`config.mk`:
```
export PLATFORM = sky130hd
export DESIGN_NAME = sfti_queue
export DESIGN_NICKNAME = d
export VERILOG_FILES = /design/src/hdl/sfti_pkg.sv /design/src/hdl/sfti_queue.sv
export VERILOG_INCLUDE_DIRS = /design/src /design/src/hdl
export SDC_FILE = /design/constraint.sdc
export NUM_CORES = 1
export LEC_CHECK = 0
export BUFFER_PORTS_ARGS = -buffer_cell sky130_fd_sc_hd__clkbuf_2
export CORE_MARGIN = 2
export CORE_UTILIZATION = 47
export DETAILED_ROUTE_END_ITERATION = 8
export HOLD_SLACK_MARGIN = 0.15
export PLACE_DENSITY = 0.76
export SLEW_MARGIN = 20
export SYNTH_ARGS = -nofsm -noshare
export SYNTH_HDL_FRONTEND = slang
export SYNTH_SLANG_ARGS = --single-unit
```
`constraint.sdc`:
```
create_clock -name clk -period 2.7 [get_ports clk]
set_clock_uncertainty 0.15 [all_clocks]
set_input_delay 0.135 -clock clk [delete_from_list [all_inputs] [get_ports clk]]
set_output_delay 0.135 -clock clk [all_outputs]
set_load 0.02 [all_outputs]
```
`src/hdl/scaled_float_to_interval_core_defines.svh`:
```
// ---------------------------------------------------------------------------
// Assertion macros for the float-to-interval core
// Shared concurrent assertion forms, clocked on clk with rst_n as disable.
// ---------------------------------------------------------------------------
`ifndef SCALED_FLOAT_TO_INTERVAL_CORE_DEFINES_SVH
`define SCALED_FLOAT_TO_INTERVAL_CORE_DEFINES_SVH

// same-cycle implication
`define SFTI_ASSERT_IMP(lbl, ante, cons, msg) \
  lbl: assert property (@(posedge clk) disable iff (!rst_n) (ante) |-> (cons)) else $error(msg);

// next-cycle implication
`define SFTI_ASSERT_NXT(lbl, ante, cons, msg) \
  lbl: assert property (@(posedge clk) disable iff (!rst_n) (ante) |=> (cons)) else $error(msg);

`endif

```
`src/hdl/sfti_pkg.sv`:
```
// ---------------------------------------------------------------------------
// sfti_pkg
// Types, codes and constants shared by the float-to-interval core.
// ---------------------------------------------------------------------------
package sfti_pkg;

  localparam int unsigned IN_DATA_W  = 120;
  localparam int unsigned IN_USER_W  = 2;
  localparam int unsigned OUT_DATA_W = 88;

  localparam logic [62:0] SEC_LIMIT   = 63'd9000000000000000000;
  localparam logic [19:0] MICRO_SCALE = 20'd1000000;
  localparam logic [20:0] MICRO_FULL  = 21'd1000000;
  localparam logic [12:0] EXP_BIAS_M  = 13'd1075;  // bias plus fraction width

  typedef enum logic [1:0] {
    STAT_OK       = 2'd0,
    STAT_BAD_UNIT = 2'd1,
    STAT_OVERFLOW = 2'd2
  } status_t;

  typedef enum logic [2:0] {
    UNIT_YEAR, UNIT_MONTH, UNIT_DAY, UNIT_HOUR, UNIT_MINUTE, UNIT_SECOND
  } unit_t;

  // what the back end has to do with a request
  typedef enum logic [2:0] {
    KIND_NULL, KIND_BAD, KIND_OVF, KIND_ZERO, KIND_NUM
  } kind_t;

  typedef struct packed {
    kind_t       kind;
    unit_t       unit;
    logic        sign;
    logic [10:0] exp_f;
    logic [51:0] frac;
  } item_t;

  typedef struct packed {
    kind_t kind;
    logic  sign;
  } ctl_t;

  typedef struct packed {
    logic        result_null;
    status_t     status;
    logic [63:0] seconds;
    logic [20:0] microseconds;
  } res_t;

  // seconds per unit
  function automatic logic [24:0] unit_scale(unit_t u);
    logic [24:0] k;
    unique case (u)
      UNIT_YEAR:   k = 25'd31536000;
      UNIT_MONTH:  k = 25'd2592000;
      UNIT_DAY:    k = 25'd86400;
      UNIT_HOUR:   k = 25'd3600;
      UNIT_MINUTE: k = 25'd60;
      UNIT_SECOND: k = 25'd1;
      default:     k = 25'd1;
    endcase
    return k;
  endfunction

  // bit length of the unit scale minus one
  function automatic logic [4:0] unit_msb(unit_t u);
    logic [4:0] b;
    unique case (u)
      UNIT_YEAR:   b = 5'd24;
      UNIT_MONTH:  b = 5'd21;
      UNIT_DAY:    b = 5'd16;
      UNIT_HOUR:   b = 5'd11;
      UNIT_MINUTE: b = 5'd5;
      UNIT_SECOND: b = 5'd0;
      default:     b = 5'd0;
    endcase
    return b;
  endfunction

endpackage

```
`src/hdl/sfti_queue.sv`:
```
// ---------------------------------------------------------------------------
// sfti_queue
// Two-entry queue between the classifying front and the arithmetic back.
// ---------------------------------------------------------------------------
`include "scaled_float_to_interval_core_defines.svh"

module sfti_queue (
  input  logic            clk,
  input  logic            rst_n,
  input  logic            s_valid,
  output logic            s_ready,
  input  sfti_pkg::item_t s_item,
  output logic            m_valid,
  input  logic            m_ready,
  output sfti_pkg::item_t m_item
);

  sfti_pkg::item_t mem [2];
  logic [1:0]      count_r, count_nxt;
  logic            wr_ptr_r, wr_ptr_nxt;
  logic            rd_ptr_r, rd_ptr_nxt;
  logic            push, pop;

  assign s_ready = (count_r != 2'd2);
  assign m_valid = (count_r != 2'd0);
  assign push    = s_valid && s_ready;
  assign pop     = m_valid && m_ready;
  assign m_item  = mem[rd_ptr_r];

  // pointer and fill bookkeeping
  always_comb begin
    wr_ptr_nxt = push ? !wr_ptr_r : wr_ptr_r;
    rd_ptr_nxt = pop ? !rd_ptr_r : rd_ptr_r;
    count_nxt  = count_r + 2'(push) - 2'(pop);
  end

  always_ff @(posedge clk) begin
    if (!rst_n) begin
      count_r  <= 2'd0;
      wr_ptr_r <= 1'b0;
      rd_ptr_r <= 1'b0;
    end else begin
      count_r  <= count_nxt;
      wr_ptr_r <= wr_ptr_nxt;
      rd_ptr_r <= rd_ptr_nxt;
    end
  end

  always_ff @(posedge clk) begin
    if (push) begin
      mem[wr_ptr_r] <= s_item;
    end
  end

  `SFTI_ASSERT_NXT(a_q_fill, push && !pop && count_r == 2'd1, count_r == 2'd2, "queue did not fill")
  `SFTI_ASSERT_NXT(a_q_drain, pop && !push && count_r == 2'd1, !m_valid, "queue did not drain")
  `SFTI_ASSERT_IMP(a_q_ptrs, count_r == 2'd0 || count_r == 2'd2, wr_ptr_r == rd_ptr_r, "queue pointers out of step")

endmodule

```
Word level (Yosys, flattened, before mapping)
Memories as Yosys holds them, arrays and structs flattened. A register that Yosys moved wholly into a read port is not among the register bits.
Cells that the tools add are included.

word-level totals
  RAM bits = 140
  word-level logic and storage cells = 16
  register bits = 4
  input bits = 74
  memories kept = 1
  output and inout bits = 72

memories
  name  words  bits a word  read ports  clocked after memory_dff  wr ports  line              text
  mem   2      70           1           1                         1         sfti_queue.sv:18  sfti_pkg::item_t mem [2];

cells by class
  add/subtract/negate cells = 2
  eq/ne operators = 1
  reduce and logical (&&, ||, !) cells = 5
  mux-type cells = 4

operators with widths
  operator                              count
  2-to-1 mux 1 bit                      4
  adder 2 x 1 -> 2 bit                  1
  logical AND 1 bit                     2
  logical NOT 1 bit                     2
  != test 2 bit, second input constant  1
  nonzero test 2 bit                    1
  subtractor 2 x 1 -> 2 bit             1

Depth between registers and ports, before layout
  depth in word-level cells = 4
  mapped depth = 6
  gate-level depth less buffers = 6

Worst setup path before layout
OpenSTA, ideal clock, no wires.

  kind = register to register
  from = reg count_r[0]
  to = mem mem[0][0] (netlist bit), enable pin
  cell stages (with the launch flop) = 4
  data required time = 2.126 ns
  period minus slack after synthesis = 2.756 ns
  buffers on the path = 0
  setup slack = -0.056 ns
  arrival = 2.182 ns
  path through = dfxtp_1 -> nand2b_1 -> nand3b_1 -> inv_1

between the ends
  cells in the longest elaborated chain, start to end = 4

RTL lines
  element                                 line              text
  start: declaration                      sfti_queue.sv:19  logic [1:0] count_r, count_nxt;
  start signal: assignment                sfti_queue.sv:43  count_r <= count_nxt;
  != test 2 bit                           sfti_queue.sv:24  assign s_ready = (count_r != 2'd2);
  net s_ready                             sfti_queue.sv:11  output logic s_ready,
  logical AND 1 bit                       sfti_queue.sv:26  assign push = s_valid && s_ready;
  2-to-1 mux 1 bit                        sfti_queue.sv:50  if (push) begin
  2-to-1 mux 1 bit (not written as such)  sfti_queue.sv:51  mem[wr_ptr_r] <= s_item;
  end: declaration                        sfti_queue.sv:18

The timed path passes the listed nets, and every way through them passes these cells.

==> run_results.csv <==
group,metric,value,unit
final_layout,final_core_util,0.691,
floorplan,fp-row-count,38,
cts,tritoncts,"yes",
logic_synthesis,synth-seq-cells,145,
setup_path,critical_path.endpoint_type,"primary output",
flow_run,count_of_maximum_capacitance_violations,0,
logic_synthesis,synth_area,0.00530,mm²
final_layout,area_delta_synth_final,42.6,%
cts,path_clk_slew,60,ps
placement,gp_routability_congestion,0.681,
timing,worst_slew_pin_slew,532,ps
global_route,grt_start_max_net_pins,71,
logic_synthesis,muxShareOfSynthArea,0.149,
final_layout,antenna_cells,0,
cts,postCtsSetupRepairBufs,0,
power,ir_drop,0.503,mV
floorplan,fp.dieArea,0.0121,mm²
timing,slew_violations,0,
worst_hold_path,min_path_type,"primary input to flip-flop",
timing,grt_setup_unrepaired,"no",
logic_synthesis,synth.distinct_cells,26,
floorplan,effective_utilization_at_floorplan,0.485,
logic_synthesis,synthSimpleGateAreaFrac,0.0189,
cts,cts-htree-levels,4,
final_layout,nets,556,
drt,routed_wire_length_per_instance,15.9,µm
logic_synthesis,synth_nets,322,
logic_synthesis,yosys.area_share.adder,0.00236,
logic_synthesis,ys.warnings.count,0,
floorplan,die_h,110,µm
logic_synthesis,synthesized_area_fraction_occupied_by_xor_and_xnor_cells,0.00165,
floorplan,overall_die_width,110,µm
setup_path,critical_path.max_fanout,40,
global_route,grt_antenna_before_repair,0,
logic_synthesis,average_cell_area_after_synthesis,21.5,µm²
cts,cts.sink_count,145,
logic_synthesis,combinational_family_with_the_most_area_after_synthesis,"multiplexers",
cts,maximum_buffer_depth_of_the_clock_tree,2,
power,power.static_leakage,2.91,nW
drt,route.vias.total,3056,
global_route,global_routing_usage_summed_across_all_routing_layers,0.170,
placement,buffer_ports.inserted,145,
drt,vias_per_cell,4.83,
timing,timing.final.setup_violations,0,
setup_path,worst-endpoint-required,2410,ps
drt,first_pass_iters,4,
cts,clock_insertion_delay_worst_skew,410,ps
cts,cts_root_buffer,"sky130_fd_sc_hd__clkbuf_16",
timing,achievable-frequency,0.455,GHz
final_layout,stdcell_area,0.00756,mm²
placement,place_hpwl,5920,µm
timing,final.setup.tns,0,ps
placement,placed_standard_cell_area,0.00623,mm²
drt,detailedRoute.firstIterationViolations,168,
setup_path,crit_path_start_kind,"flip-flop",
placement,dp_slack,650,ps
cts,cts_buffers,17,
global_route,first_global_vias,3152,
logic_synthesis,share_of_synthesized_area_occupied_by_flip_flops_and_latches,0.812,
power,power_density,866,mW/mm²
timing,max-slew-margin-rel,0.645,
logic_synthesis,post_syn_instances,247,
drt,remaining_drc_errors,0,
timing,finalWorstSetupSlack,501,ps
timing,final_period_minus_worst_setup_slack,2200,ps
floorplan,pin_count,146,
outcome,status,"complete, no violations",
drt,ant_nets,0,
drt,total_detailed_routing_wirelength,10000,µm
floorplan,core-area,0.0109,mm²
timing,post-route-period-util,0.815,
timing,report.final.hold_viol_count,0,
setup_path,worstPathArrival,1910,ps
final_layout,drive_above_1_share,0.505,
global_route,globalRoute.totalOverflow,0,
setup_path,criticalPathCategory,"flip-flop to primary output",
global_route,grt_first_pass_wirelength,14900,µm
logic_synthesis,compound_gate_fraction_of_synth_area,0.00850,
path summary, 6_finish.rpt:
| kind | slack [ps] | cells after the start | endpoint | startpoint |
|---|---|---|---|---|
| min reg2reg | 450 | 2 | wr_ptr_r | wr_ptr_r |
| max | 500 | 3 | m_item[54] | flip-flop |
| min | 300 | 2 | mem[1][57] | s_item[57] |
| max reg2reg | 630 | 6 | count_r[1] | count_r[1] |
cell usage after synthesis:
cell type / n / area [µm²]
sky130_fd_sc_hd__and3_4: 1 / 11.3
sky130_fd_sc_hd__and3_2: 1 / 7.51
sky130_fd_sc_hd__mux2_2: 63 / 709
sky130_fd_sc_hd__edfxtp_1: 140 / 4200
sky130_fd_sc_hd__nand2b_1: 1 / 6.26
sky130_fd_sc_hd__and3_1: 1 / 6.26
sky130_fd_sc_hd__nand3b_1: 1 / 7.51
sky130_fd_sc_hd__nand3_1: 1 / 5.00
sky130_fd_sc_hd__ha_1: 1 / 12.5
sky130_fd_sc_hd__xnor2_1: 1 / 8.76
sky130_fd_sc_hd__o21ba_2: 1 / 10.0
sky130_fd_sc_hd__or4_1: 1 / 7.51
sky130_fd_sc_hd__mux2_1: 7 / 78.8
sky130_fd_sc_hd__nor2_1: 2 / 7.51
sky130_fd_sc_hd__and2_1: 3 / 18.8
sky130_fd_sc_hd__or2_2: 1 / 6.26
sky130_fd_sc_hd__clkbuf_1: 1 / 3.75
sky130_fd_sc_hd__o31ai_1: 1 / 7.51
sky130_fd_sc_hd__nor2b_1: 1 / 6.26
sky130_fd_sc_hd__dfxtp_1: 5 / 100
sky130_fd_sc_hd__a21bo_2: 1 / 10.0
sky130_fd_sc_hd__o21ai_0: 2 / 10.0
sky130_fd_sc_hd__a21boi_1: 1 / 7.51
sky130_fd_sc_hd__nor4bb_1: 1 / 10.0
sky130_fd_sc_hd__inv_1: 1 / 3.75
sky130_fd_sc_hd__buf_2: 7 / 35.0
through the flow:
| stage | total power, mW | std cells | hold WS [ps] |
|---|---|---|---|
| 2_1_floorplan | 3.76 | 247 | 83.9 |
| 3_3_place_gp | 4.18 | 528 | 174 |
| 3_5_place_dp | 4.21 | 528 | 178 |
| 4_1_cts | 6.61 | 633 | 285 |
| 5_1_grt | 6.83 | 633 | 292 |
| 6_report | 6.55 | 633 | 302 |
logic make-up after synthesis:
logic type,count (synthesis)
xor+xnor,1
fa+ha+maj,1
flops,145
mux,70
compound gates,6
simple gates,15
buf+inv,9
cell type report:
class,instances,area [µm²]
timing repair buffer,223,1520
clock inverter,14,164
fill,716,3380
tap,140,175
sequential,145,4310
inverter,1,7.51
clock buffer,17,425
multi-input combinational,93,958
registers in the layout (all words and copies together) (netlist names), named ones only:
| register | cells |
|---|---|
| wr_ptr_r | 1 |
| mem | 140 |
| count_r | 2 |
| rd_ptr_r | 1 |
worst max-delay path, stage by stage (launching register included):
cell	delay [ps]
sky130_fd_sc_hd__dfxtp_4	630
sky130_fd_sc_hd__buf_12	300
sky130_fd_sc_hd__mux2_2	390
sky130_fd_sc_hd__clkbuf_2	160
timing repair:
action | 4_1_cts | 5_1_grt
resized for setup | 0 | 0
setup endpoints to repair | 0 | 0
hold buffers | 74 | 0
hold endpoints to repair | 145 | 0
where the power goes:
group	leakage (nW)	internal, mW	switching, mW
logic	1.27	0.617	0.779
clock network	0.287	1.44	0.860
registers	1.35	2.74	0.111
routing by layer:
metal	global-route usage	vias to the layer above	part of all wire
li1	-	1454	-
met1	0.193	1486	0.42
met2	0.293	100	0.51
met3	0.0547	16	0.055
met4	0.0813	0	0.020
met5	0	-	0
layout by cell type (no fill, tap or decap), types with 2 or more instances in the layout:
cell type	n
sky130_fd_sc_hd__dfxtp_1	4
sky130_fd_sc_hd__mux2_2	63
sky130_fd_sc_hd__buf_12	2
sky130_fd_sc_hd__edfxtp_1	140
sky130_fd_sc_hd__clkbuf_2	145
sky130_fd_sc_hd__bufinv_16	3
sky130_fd_sc_hd__inv_6	2
sky130_fd_sc_hd__dlygate4sd3_1	74
sky130_fd_sc_hd__and3_4	2
sky130_fd_sc_hd__buf_4	2
sky130_fd_sc_hd__clkinvlp_4	3
sky130_fd_sc_hd__and2_1	3
sky130_fd_sc_hd__o21ai_0	2
sky130_fd_sc_hd__clkinv_2	4
sky130_fd_sc_hd__clkbuf_16	17
sky130_fd_sc_hd__clkinv_4	2
sky130_fd_sc_hd__mux2_1	7
sky130_fd_sc_hd__nor2_1	2
Note: power is estimated with default switching activity, not from simulation.
