File: config.mk
export PLATFORM = sky130hd
export DESIGN_NAME = sfti_front
export DESIGN_NICKNAME = d
export VERILOG_FILES = /design/src/hdl/scaled_float_to_interval_core_defines.svh /design/src/hdl/sfti_pkg.sv /design/src/hdl/sfti_front.sv
export SDC_FILE = /design/constraint.sdc
export NUM_CORES = 1
export LEC_CHECK = 0
export BUFFER_PORTS_ARGS = -buffer_cell sky130_fd_sc_hd__buf_2
export CORE_ASPECT_RATIO = 1.1
export CORE_UTILIZATION = 35
export CTS_CLUSTER_DIAMETER = 60
export CTS_CLUSTER_SIZE = 8
export DETAILED_ROUTE_END_ITERATION = 7
export HOLD_SLACK_MARGIN = 0.12
export PLACE_DENSITY = 0.67
export SYNTH_ARGS = -nofsm -noshare
export SYNTH_HDL_FRONTEND = slang
export SYNTH_SLANG_ARGS = --single-unit
File: constraint.sdc
create_clock -name clk -period 2.3 [get_ports clk]
set_input_delay 0.23 -clock clk [delete_from_list [all_inputs] [get_ports clk]]
set_output_delay 0.23 -clock clk [all_outputs]
set_load 0.01 [all_outputs]
File: src/hdl/scaled_float_to_interval_core_defines.svh
// ---------------------------------------------------------------------------
// Assertion macros for the float-to-interval core
// Shared concurrent assertion forms, clocked on clk with rst_n as disable.
// ---------------------------------------------------------------------------
`ifndef SCALED_FLOAT_TO_INTERVAL_CORE_DEFINES_SVH
`define SCALED_FLOAT_TO_INTERVAL_CORE_DEFINES_SVH

// same-cycle implication
`define SFTI_ASSERT_IMP(lbl, ante, cons, msg) \
  lbl: assert property (@(posedge clk) disable iff (!rst_n) (ante) |-> (cons)) else $error(msg);

// next-cycle implication
`define SFTI_ASSERT_NXT(lbl, ante, cons, msg) \
  lbl: assert property (@(posedge clk) disable iff (!rst_n) (ante) |=> (cons)) else $error(msg);

`endif

File: src/hdl/sfti_pkg.sv
// ---------------------------------------------------------------------------
// sfti_pkg
// Types, codes and constants shared by the float-to-interval core.
// ---------------------------------------------------------------------------
package sfti_pkg;

  localparam int unsigned IN_DATA_W  = 120;
  localparam int unsigned IN_USER_W  = 2;
  localparam int unsigned OUT_DATA_W = 88;

  localparam logic [62:0] SEC_LIMIT   = 63'd9000000000000000000;
  localparam logic [19:0] MICRO_SCALE = 20'd1000000;
  localparam logic [20:0] MICRO_FULL  = 21'd1000000;
  localparam logic [12:0] EXP_BIAS_M  = 13'd1075;  // bias plus fraction width

  typedef enum logic [1:0] {
    STAT_OK       = 2'd0,
    STAT_BAD_UNIT = 2'd1,
    STAT_OVERFLOW = 2'd2
  } status_t;

  typedef enum logic [2:0] {
    UNIT_YEAR, UNIT_MONTH, UNIT_DAY, UNIT_HOUR, UNIT_MINUTE, UNIT_SECOND
  } unit_t;

  // what the back end has to do with a request
  typedef enum logic [2:0] {
    KIND_NULL, KIND_BAD, KIND_OVF, KIND_ZERO, KIND_NUM
  } kind_t;

  typedef struct packed {
    kind_t       kind;
    unit_t       unit;
    logic        sign;
    logic [10:0] exp_f;
    logic [51:0] frac;
  } item_t;

  typedef struct packed {
    kind_t kind;
    logic  sign;
  } ctl_t;

  typedef struct packed {
    logic        result_null;
    status_t     status;
    logic [63:0] seconds;
    logic [20:0] microseconds;
  } res_t;

  // seconds per unit
  function automatic logic [24:0] unit_scale(unit_t u);
    logic [24:0] k;
    unique case (u)
      UNIT_YEAR:   k = 25'd31536000;
      UNIT_MONTH:  k = 25'd2592000;
      UNIT_DAY:    k = 25'd86400;
      UNIT_HOUR:   k = 25'd3600;
      UNIT_MINUTE: k = 25'd60;
      UNIT_SECOND: k = 25'd1;
      default:     k = 25'd1;
    endcase
    return k;
  endfunction

  // bit length of the unit scale minus one
  function automatic logic [4:0] unit_msb(unit_t u);
    logic [4:0] b;
    unique case (u)
      UNIT_YEAR:   b = 5'd24;
      UNIT_MONTH:  b = 5'd21;
      UNIT_DAY:    b = 5'd16;
      UNIT_HOUR:   b = 5'd11;
      UNIT_MINUTE: b = 5'd5;
      UNIT_SECOND: b = 5'd0;
      default:     b = 5'd0;
    endcase
    return b;
  endfunction

endpackage

File: src/hdl/sfti_front.sv
// ---------------------------------------------------------------------------
// sfti_front
// Accepts requests, matches the unit name and classifies the amount.
// ---------------------------------------------------------------------------
module sfti_front (
  input  logic                            clk,
  input  logic                            rst_n,
  input  logic                            in_tvalid,
  output logic                            in_tready,
  input  logic [sfti_pkg::IN_DATA_W-1:0]  in_tdata,
  input  logic [sfti_pkg::IN_USER_W-1:0]  in_tuser,
  output logic                            fr_valid,
  output sfti_pkg::item_t                 fr_item,
  input  logic                            fr_ready
);

  logic            valid_r, valid_nxt;
  sfti_pkg::item_t item_r, item_nxt;
  logic [7:0]      uc [6];
  logic [2:0]      ulen;
  logic            unit_ok;
  sfti_pkg::unit_t unit;

  // upper-case the name bytes
  always_comb begin
    for (int i = 0; i < 6; i++) begin
      uc[i] = in_tdata[64 + 8*i +: 8];
      if (uc[i] >= 8'h61 && uc[i] <= 8'h7A) begin
        uc[i] = uc[i] - 8'h20;
      end
    end
  end

  assign ulen = in_tdata[114:112];

  // unit name match by length
  always_comb begin
    unit_ok = 1'b1;
    unit    = sfti_pkg::UNIT_SECOND;
    unique case (ulen)
      3'd2: begin
        priority if ({uc[0], uc[1]} == "YY") unit = sfti_pkg::UNIT_YEAR;
        else if ({uc[0], uc[1]} == "MM") unit = sfti_pkg::UNIT_MONTH;
        else if ({uc[0], uc[1]} == "DD") unit = sfti_pkg::UNIT_DAY;
        else if ({uc[0], uc[1]} == "HH") unit = sfti_pkg::UNIT_HOUR;
        else if ({uc[0], uc[1]} == "MI") unit = sfti_pkg::UNIT_MINUTE;
        else if ({uc[0], uc[1]} == "SS") unit = sfti_pkg::UNIT_SECOND;
        else unit_ok = 1'b0;
      end
      3'd3: begin
        if ({uc[0], uc[1], uc[2]} == "DAY") unit = sfti_pkg::UNIT_DAY;
        else unit_ok = 1'b0;
      end
      3'd4: begin
        priority if ({uc[0], uc[1], uc[2], uc[3]} == "YEAR") unit = sfti_pkg::UNIT_YEAR;
        else if ({uc[0], uc[1], uc[2], uc[3]} == "HOUR") unit = sfti_pkg::UNIT_HOUR;
        else unit_ok = 1'b0;
      end
      3'd5: begin
        if ({uc[0], uc[1], uc[2], uc[3], uc[4]} == "MONTH") unit = sfti_pkg::UNIT_MONTH;
        else unit_ok = 1'b0;
      end
      3'd6: begin
        priority if ({uc[0], uc[1], uc[2], uc[3], uc[4], uc[5]} == "MINUTE") begin
          unit = sfti_pkg::UNIT_MINUTE;
        end else if ({uc[0], uc[1], uc[2], uc[3], uc[4], uc[5]} == "SECOND") begin
          unit = sfti_pkg::UNIT_SECOND;
        end else begin
          unit_ok = 1'b0;
        end
      end
      default: unit_ok = 1'b0;
    endcase
  end

  // classify: null first, then unit, then special amounts
  always_comb begin
    item_nxt.unit  = unit;
    item_nxt.sign  = in_tdata[63];
    item_nxt.exp_f = in_tdata[62:52];
    item_nxt.frac  = in_tdata[51:0];
    priority if (in_tuser[0] || in_tuser[1]) item_nxt.kind = sfti_pkg::KIND_NULL;
    else if (!unit_ok) item_nxt.kind = sfti_pkg::KIND_BAD;
    else if (in_tdata[62:52] == 11'h7FF) item_nxt.kind = sfti_pkg::KIND_OVF;
    else if (in_tdata[62:52] == 11'h000) item_nxt.kind = sfti_pkg::KIND_ZERO;
    else item_nxt.kind = sfti_pkg::KIND_NUM;
  end

  assign in_tready = !valid_r || fr_ready;
  assign valid_nxt = in_tready ? in_tvalid : valid_r;

  always_ff @(posedge clk) begin
    if (!rst_n) begin
      valid_r <= 1'b0;
    end else begin
      valid_r <= valid_nxt;
    end
  end

  always_ff @(posedge clk) begin
    if (in_tready && in_tvalid) begin
      item_r <= item_nxt;
    end
  end

  assign fr_valid = valid_r;
  assign fr_item  = item_r;

endmodule

# Yosys cells after proc, flatten, opt, wreduce, memory -nomap -nowiden
# Cells that the tools add are included.
classes:
  bitwise: 1
  eq_ne: 18
  n_mux: 33
  n_reduce_logical: 13
  n_addsub: 6
  magnitude_cmp: 12
ops:
  columns: ["operator", "n"]
  rows:
  - ["== test 16 x 15 -> 1 bit, second input constant", 6]
  - ["== test 48 x 47 -> 1 bit, second input constant", 2]
  - ["== test 32 x 31 -> 1 bit, second input constant", 2]
  - [">= comparator 8 x 7 -> 1 bit, second input constant", 6]
  - ["<= comparator 8 x 7 -> 1 bit, second input constant", 6]
  - ["two-way mux 8 bit", 6]
  - ["subtractor 8 x 6 -> 8 bit, second input constant", 6]
  - ["== test 40 x 39 -> 1 bit, second input constant", 1]
  - ["two-way mux 3 bit", 9]
  - ["== test 24 x 23 -> 1 bit, second input constant", 1]
  - ["two-way mux 1 bit", 15]
  - ["case mux 3 bit (5 select lines)", 1]
  - ["== test 11 bit, second input constant", 1]
  - ["logical NOT 11 bit", 1]
  - ["== test 3 bit, second input constant", 3]
  - ["logical AND 1 bit", 7]
  - ["== test 3 x 2 -> 1 bit, second input constant", 2]
  - ["case mux 1 bit (5 select lines)", 1]
  - ["OR reduction 3 bit", 1]
  - ["logical OR 1 bit", 2]
  - ["two-way mux 2 bit", 1]
  - ["OR reduction 2 bit", 1]
  - ["logical NOT 1 bit", 1]
  - ["NOT 1 bit", 1]
word_totals:
  in_bits: 126
  output_inout_bits: 72
  regBits: 71

# Logic depth before layout (Yosys ltp)
# Gate-level depths: netlist of the first run.
depth:
  word_depth: 13
  ltp_mapped: 9

# Least setup slack after synthesis of the first run
# No wires, ideal clock.
synth_path:
  path_type: "register to register"
  start: "reg valid_r, in the netlist fr_valid"
  end: "reg item_r (netlist bit fr_item[0]) (enable)"
  setup_ps: 436
  slack_ps: -293
  t_arrival_ps: 2157
  path_stages_with_launch: 3
  n_path_buf: 0
  cell_sequence: "dfxtp_1 > nand2b_1 > and2_1"
synth_between:
  elab_chain_cells: 3
synth_lines:
  columns: ["element", "line", "rtl"]
  rows:
  - ["from (decl)", "sfti_front.sv:17", "logic valid_r, valid_nxt;"]
  - ["from (signal assigned)", "sfti_front.sv:96", "valid_r <= valid_nxt;"]
  - ["logical NOT 1 bit", "sfti_front.sv:89", "assign in_tready = !valid_r || fr_ready;"]
  - ["logical OR 1 bit", "sfti_front.sv:89", null]
  - ["named net in_tready", "sfti_front.sv:9", "output logic in_tready,"]
  - ["logical AND 1 bit", "sfti_front.sv:101", "if (in_tready && in_tvalid) begin"]
  - ["to (signal assigned)", "sfti_front.sv:102", "item_r <= item_nxt;"]
  - ["to (decl)", "sfti_front.sv:18", "sfti_pkg::item_t item_r, item_nxt;"]
# The timed path passes the listed nets, and every way through them passes these cells.
# A chain may end at the register's enable or synchronous reset.

==> flow_summary.ini, run 1 <==
[power]
power_density_nw_per_um2 = 533.0
peakVddDrop_mv = 0.2123
power.share.sequential = 0.538
switchingPower_mw = 0.6562
p_int_mw = 2.189
power_mw = 2.845
pwr-share-comb = 0.172
power_leakage_nw = 2.268
swShare = 0.2307
pwr-share-clk = 0.290

[synth]
syn_nets = 373
synth-warning-count = 0
yosysTopAreaCellShare = 0.6489
synth_seq_area_share = 0.6551
synth_compound_area_frac = 0.08343
synth.most_common_cell = edfxtp_1
synthCells = 241
synth_flop_cell = edfxtp_1
syn_area_um2 = 3239
yosysTopAreaCell = edfxtp_1
synth_area_leaders = edfxtp_1 (65%), ha_1 (2.3%), nor4bb_1 (2.2%)
synth_common_cells = edfxtp_1 (70), nand2_1 (17), inv_1 (15)
synth_adder_area_share = 0.02317
ys_seq_elements = 71
synth_top_family_by_area = simple AND/OR/NAND/NOR gates
synth_xor_xnor_area_share = 0.002704
synth-simple-area-share = 0.2148
avgSynthCellArea_um2 = 13.44
synth_edf_count = 70
synth.distinct_cells = 51
synth.mux.area_fraction = 0
synthArstFlopShare = 0

[setup_path]
worstRegToRegCells = 3
crit_slowest_cell = a2111o_1
r2r-start = fr_valid$_SDFFE_PN0N_
worstSetupStartpointType = input pin
path_max_fanout = 4
crit_required_ns = 2.39
reg2reg_slack_ns = 1.04
critPathMaxStageDelay_ns = 0.53
path_class = in2reg
critical_path.cell_chain = buf_2 > inv_1 > ha_1 > nor2_1 > o221ai_1 > a2111o_1 > o31ai_1 > o32ai_1 > or2_1
setup.worst_path.end_class = flip-flop
timing.rr.end = fr_item[67]$_SDFFCE_PP0P_
crit_arrival_ns = 2.16

[global_routing]
grt.overflow.total = 0
grt_pass1_wl_um = 14470
grt_use_total = 0.2039
grt_pass1_vias = 2997
grt_max_degree = 71
antenna_found_initial = 2

[sta]
timing_worst_slew_pin_value_ns = 0.4389
clock.fmax_mhz = 483.6
tns_ns = 0
max_slew_margin = 0.7047
period_needed_ns = 2.068
hold_viol = 0
drv_slew = 0
hold_slack_ns = 0.1421
rsz0062_at_grt = no
setup_viol = 0
finalClockSkew_ns = 0.004857
fin_crit_sh = 0.8991

[place]
post-dp-hpwl_um = 7368
numPlacedInstances = 569
globalplace.congestion = 0.9217
port_buffers = 192

[finish]
final.fill_count = 731
drive_gt1_frac = 0.4486
syn_to_final_growth_pct = 64.77
postLayoutCoreUtil = 0.5985
nets = 662
multi_input_area_um2 = 1051
fin_cells = 650
regArea_um2 = 2122

[drt]
vias_per_cell = 4.795
routedWlPerCell_um = 15.06
firstDrtPassIters = 4
vias = 3117
wl_um = 9792
remaining_drc_errors = 0
ant_nets = 0
drt_iter0_drc = 149

[die]
die-area_um2 = 9644
die_w_um = 93.73
die_y_um = 102.9
rows = 36
start_util = 0.3632
core_area_um2 = 8919
num_io_pins = 198

[cts]
ctsResizeCount = 0
cts_buffers = 9
insertion_delay_ns = 0.33
clk_pin_slew_ns = 0.07
cts_tree = built
cts_buffer_depth = 2
h-tree-depth = 3
cts_root_buf = clkbuf_8
clock-sinks = 71

[worst_hold_path]
hold_class = in2reg
min_path_cells = 2
min_to = fr_valid$_SDFFE_PN0N_
min_from = rst_n

[run_status]
status = finished clean

[flow_run]
cap_viol_max_count = 0
[per-stage QoR]
| step | setup slack (ns) | area (um2) |
|---|---|---|
| 5_1_grt | 0.05221 | 5335 |
| 6_report | 0.2320 | 5338 |
| 3_5_place_dp | -0.1271 | 4533 |
| 2_1_floorplan | 0.1402 | 3241 |
| 4_1_cts | 0.2293 | 5335 |
| 3_3_place_gp | -0.06819 | 4533 |
[area by class of cell]
type	count	share of cell area
flip-flops and latches	71	0.3976
multi-input cells	152	0.1969
inverters	15	0.01055
repair buffers	281	0.3376
well taps	114	0.02672
clock buffers	15	0.02930
diodes	1	0.0004688
clock inverters	1	0.0009376
[critical path, delay by kind of cell]
family	cells	cell delay (ns)
compound gates	4	1.20
simple gates	2	0.34
fa+ha+maj	1	0.27
buf+inv	2	0.13
[layer usage]
layer | global-route usage | vias up | share of wire
met3 | 0.06121 | 19 | 0.087
met4 | 0.09941 | 2 | 0.026
met1 | 0.2139 | 1415 | 0.37
met5 | 0 | - | 0.0013
li1 | - | 1538 | -
met2 | 0.3723 | 143 | 0.52
[layout by cell type, fill, tap and decap left out, types with 6 or more instances in the layout]
| cell type | Yosys | layout |
|---|---|---|
| nor4bb_1 | 7 | 7 |
| buf_2 | 0 | 192 |
| inv_1 | 15 | 15 |
| nor3_1 | 6 | 6 |
| dlygate4sd3_1 | 0 | 64 |
| nor3b_1 | 7 | 7 |
| nor4_1 | 10 | 10 |
| buf_4 | 0 | 24 |
| ha_1 | 6 | 6 |
| nor2_1 | 12 | 12 |
| a21oi_1 | 7 | 7 |
| nand2_1 | 17 | 17 |
| nand3_1 | 10 | 10 |
| edfxtp_1 | 70 | 70 |
| clkbuf_8 | 0 | 10 |
[kinds of logic (layout without fill, tap and decap cells)]
logic type	Yosys count	in the layout
buf+inv	18	312
compound gates	34	34
simple gates	111	111
fa+ha+maj	6	6
xor+xnor	1	1
other cells	0	1
flops	71	71
[state kept, by name (all words and copies together) (netlist names)]
name and flops:
fr_valid 1, fr_item 70
[power groups by stage]
stage	logic [mW]	clock network (mW)	registers, mW
global placement	0.394	0	1.55
finish	0.490	0.824	1.53
global route	0.536	0.904	1.54
detailed placement	0.402	0	1.56
floorplan	0.105	0	1.60
CTS	0.491	0.847	1.53
[what timing repair did]
item,in CTS,in global routing
hold endpoints to repair,64,0
hold buffers,64,0
buffers inserted,0,0
[worst max path at each step]
stage,from,end,slack [ns],cells past startpoint
6_report,in_tdata[69],fr_item[65]$_DFFE_PP_,0.23,9
5_1_grt,in_tdata[69],fr_item[64]$_DFFE_PP_,0.05,11
4_1_cts,in_tdata[69],fr_item[67]$_SDFFCE_PP0P_,0.23,11
3_5_place_dp,in_tdata[69],fr_item[67]$_SDFFCE_PP0P_,-0.13,11
3_3_place_gp,in_tdata[69],fr_item[65]$_DFFE_PP_,-0.07,9
2_1_floorplan,in_tdata[69],fr_item[65]$_DFFE_PP_,0.14,8
No activity file was read; power rests on OpenSTA's default activity.
==> run 2, diff against run 1 <==
CORE_UTILIZATION = 42   (was 35)
PLACE_DENSITY = 0.75   (was 0.67)
clock period = 2.2 ns   (was 2.3 ns; I/O delays follow)
==> run 2 against run 1 <==
  * Power up 6.5%
  * Hold slack worse by 0.0073 ns
  * Critical path depth decreased by 1
  * Global-route usage rose by 6.2 points
  * Final cell count rose by 0.15%
  * Count of clock-buffer cells in the layout decreased by 5
  * Combinational power grew 9.6%
  * Cell area up 1.4%
  * Highest routed layer is now met4
==> flow_summary.ini, run 2 (same netlist as run 1, synthesis figures left out) <==
[global_routing]
grt_use_total = 0.2662
antenna_found_initial = 0
grt_pass1_vias = 3265
grt.overflow.total = 0
grt_max_degree = 71
grt_pass1_wl_um = 16000

[power]
power_mw = 3.030
power_leakage_nw = 2.328
peakVddDrop_mv = 0.3373
power_density_nw_per_um2 = 559.7

[setup_path]
timing.rr.end = fr_item[56]$_DFFE_PP_
worstRegToRegCells = 3
path_class = in2reg
setup.worst_path.end_class = flip-flop
r2r-start = fr_valid$_SDFFE_PN0N_
crit_arrival_ns = 2.16
path_max_fanout = 3
worstSetupStartpointType = input pin
crit_required_ns = 2.29
reg2reg_slack_ns = 0.93

[cts]
cts_buffer_depth = 2
clock-sinks = 71
insertion_delay_ns = 0.34
cts_tree = built
cts_root_buf = clkbuf_8
cts_buffers = 9
clk_pin_slew_ns = 0.07
post_cts_buffers = 0
h-tree-depth = 3

[finish]
final_common_cell = buf_2
diodes = 0
syn_to_final_growth_pct = 67.13
final_cell_mix = buf_2 (192), edfxtp_1 (70), dlygate4sd3_1 (64)
largest_reg_flops = 70
nets = 673
drive_gt1_frac = 0.4670
final.fill_count = 502

[sta]
setup_viol = 0
finalClockSkew_ns = 0.01099
hold_viol = 0
clock.fmax_mhz = 482.8
drv_slew = 0
tns_ns = 0
period_needed_ns = 2.071
timing_worst_slew_pin_value_ns = 0.4266
max_slew_margin = 0.7130
fin_crit_sh = 0.9415

[die]
core_area_um2 = 7473
rows = 33
num_io_pins = 198
die_y_um = 94.11
die-area_um2 = 8069
start_util = 0.4335
die_w_um = 85.74

[worst_hold_path]
min_path_cells = 2
hold_class = in2reg
min_from = rst_n
min_to = fr_valid$_SDFFE_PN0N_

[place]
globalplace.congestion = 0.8882
post-dp-hpwl_um = 6935
port_buffers = 192

[drt]
drt_iter0_drc = 145
ant_nets = 0
firstDrtPassIters = 4
vias_per_cell = 4.946
vias = 3220
routedWlPerCell_um = 16.72
remaining_drc_errors = 0
wl_um = 10880

[flow_run]
cap_viol_max_count = 0

[run_status]
status = finished clean
## run 2: cell count changes in the layout (fill, tap and decap cells not counted)
cell      delta
clkinv_1     +1
clkbuf_1     -4
clkinv_2     +2
buf_4       +11
o31ai_1      -1
o31ai_2      +1
diode_2      -1
clkinv_4     +1
clkbuf_8     -1
inv_6        +1
## run 2: area by class of cell
type                       count  area [um2]  area share
inverter                      15       56.30     0.01040
clock inverter                 6       36.28    0.006702
timing repair buffer         292        1884      0.3480
tap                          105       131.4     0.02427
multi-input combinational    152        1056      0.1951
sequential                    71        2122      0.3920
clock buffer                  10       127.6     0.02357
## run 2: what timing repair did
action	in CTS	in global routing
endpoints found under the hold margin	64	0
setup endpoints to repair	0	1
gates resized for setup	0	1
hold buffers	64	0
## run 2: worst max path at each step
stage            startpoint                         to  depth (start not counted)
2_1_floorplan  in_tdata[69]      fr_item[65]$_DFFE_PP_                          8
3_3_place_gp   in_tdata[69]      fr_item[65]$_DFFE_PP_                          9
3_5_place_dp   in_tdata[69]  fr_item[67]$_SDFFCE_PP0P_                         10
4_1_cts        in_tdata[69]  fr_item[67]$_SDFFCE_PP0P_                         10
5_1_grt        in_tdata[69]  fr_item[67]$_SDFFCE_PP0P_                         10
6_report       in_tdata[81]  fr_item[69]$_SDFFCE_PP0P_                          8
## run 2: worst max-delay path, cell delays in order
cell	delay, ns
buf_2	0.10
or4_1	0.56
o32ai_2	0.32
nor4_1	0.14
o211ai_1	0.22
o211ai_2	0.12
nor3_2	0.26
and3b_1	0.22
## run 2: report_power, final
| group | switching (mW) | internal [mW] | total, mW |
|---|---|---|---|
| Combinational | 0.257 | 0.281 | 0.537 |
| Sequential | 0.0243 | 1.58 | 1.60 |
| Clock | 0.484 | 0.406 | 0.890 |
| Total | 0.765 | 2.26 | 3.03 |
## run 2: metrics by stage
stage               utilization  setup slack [ns]  instance area, um2  cells  hold WS, ns
finish                   0.7244            0.1286                5414    651       0.1348
floorplan                     -           0.05024                3241    241       0.3189
global placement         0.6161           -0.1536                4604    571       0.3965
CTS                      0.7238            0.1333                5409    651       0.1227
detailed placement       0.6161           -0.2094                4604    571       0.3981
global route             0.7244        -0.0002722                5414    651       0.1215
## run 2: layer usage
metal	global-route usage	wire (um)
met1	0.2616	3857
met2	0.5293	6031
met3	0.07469	836
met4	0.08472	155
met5	0	0
==> run 3, diff against run 2 <==
clock period = 2.35 ns   (was 2.2 ns; I/O delays follow)
==> run 3 against run 2 <==
  * Critical path depth is 2 higher
  * Hold slack better by 0.013 ns
  * Count of clock-buffer cells in the layout stayed put
==> flow_summary.ini, run 3 (same netlist as run 1, synthesis figures left out) <==
[run_status]
status = finished clean

[global_routing]
grtUsageMet3 = 0.06327
grt_most_used_layer = met2
grt.overflow.total = 0
grt_pass1_wl_um = 15890
grt_max_degree = 53
grt_pass1_vias = 3225
grt_use_total = 0.2668
gr-usage-met1 = 0.2652
met2_usage = 0.5147
antenna_found_initial = 0

[setup_path]
path_class = in2reg
worstSetupStartpointType = input pin
crit_required_ns = 2.44
crit_arrival_ns = 2.16
setup.worst_path.end_class = flip-flop
reg2reg_slack_ns = 0.81
path_max_fanout = 4

[die]
die_y_um = 94.11
die-area_um2 = 8069
rows = 33
core_area_um2 = 7473
num_io_pins = 198
die_w_um = 85.74
start_util = 0.4335

[cts]
insertion_delay_ns = 0.33
clock-sinks = 71
cts_buffer_depth = 2
h-tree-depth = 3
post_cts_buffers = 0
cts_root_buf = clkbuf_8
clk_pin_slew_ns = 0.08
ctsResizeCount = 0
cts_tree = built
cts_buffers = 9

[finish]
diodes = 0
final.fill_count = 506
postLayoutCoreUtil = 0.7079
design_area_um2 = 5290
drive_gt1_frac = 0.4440
fin_cells = 632
syn_to_final_growth_pct = 63.31
final_common_cell = buf_2
largest_reg_flops = 70
nets = 654
final_cell_mix = buf_2 (192), edfxtp_1 (70), dlygate4sd3_1 (64)

[place]
placed_cell_area_um2 = 4462
post-dp-hpwl_um = 6800
port_buffers = 192
numPlacedInstances = 552
dp_slack_ns = -0.06248
globalplace.congestion = 0.9228

[sta]
period_needed_ns = 2.075
drv_slew = 0
rsz0062_at_grt = no
fin_crit_sh = 0.8829
setup_viol = 0
timing.final.ws_setup_ns = 0.2752
clock.fmax_mhz = 482.0
hold_slack_ns = 0.1476
hold_viol = 0
finalClockSkew_ns = 0.01032
timing_worst_slew_pin_value_ns = 0.5042
tns_ns = 0
max_slew_margin = 0.6593

[drt]
drt_iter0_drc = 146
vias_per_cell = 5.116
ant_nets = 0
firstDrtPassIters = 4
wl_um = 10680
remaining_drc_errors = 0
vias = 3233
routedWlPerCell_um = 16.90

[power]
peakVddDrop_mv = 0.3122
power_density_nw_per_um2 = 549.6
power_mw = 2.907
power.share.sequential = 0.515
pwr-share-clk = 0.319
pwr-share-comb = 0.166
swShare = 0.2400
switchingPower_mw = 0.6979
power_leakage_nw = 2.243
p_int_mw = 2.209

[flow_run]
cap_viol_max_count = 0

[worst_hold_path]
hold_class = in2reg
-- run 3: cell types whose count changed in the layout (fill, tap and decap cells not counted), sizes merged --
cell,previous run,this run
buf,228,209
bufinv,0,1
clkinv,5,4
-- run 3: worst max-delay path, cell delays in order --
cell and delay (ns):
buf_2 0.09, inv_1 0.04, ha_1 0.29, nor2_1 0.11, o221ai_1 0.19, a2111o_1 0.53, nor3_2 0.23, and3_1 0.22
nor3_2 0.07, o21a_1 0.16
-- run 3: repair_timing --
action / in CTS / in global routing
hold buffers: 64 / 0
endpoints found under the setup margin: 0 / 0
hold endpoints to repair: 64 / 0
-- run 3: final timing paths --
kind,start,cells past startpoint,endpoint
max,in_tdata[69],10,fr_item[67]$_SDFFCE_PP0P_
min,rst_n,2,fr_valid$_SDFFE_PN0N_
max reg2reg,fr_valid$_SDFFE_PN0N_,3,fr_item[69]$_SDFFCE_PP0P_
min reg2reg,fr_valid$_SDFFE_PN0N_,2,fr_valid$_SDFFE_PN0N_
-- run 3: area by class of cell --
cell class	instances	area, um2	area share
well taps	105	131.4	0.02483
multi-input cells	152	1051	0.1987
inverters	15	56.30	0.01064
repair buffers	273	1742	0.3292
flip-flops and latches	71	2122	0.4011
clock buffers	10	127.6	0.02412
clock inverters	6	60.06	0.01135
-- run 3: metal layers --
metal / up-vias / share of wire
li1: 1517 / -
met1: 1516 / 0.35
met2: 174 / 0.55
met3: 26 / 0.069
met4: 0 / 0.031
met5: - / 0
-- run 3: power by group through the flow --
stage               combinational [mW]  sequential [mW]  clock (mW)
floorplan                        0.103             1.57           0
global placement                 0.372             1.52           0
detailed placement               0.381             1.52           0
CTS                              0.467             1.49       0.931
global route                     0.518             1.50       0.998
finish                           0.482             1.50       0.928
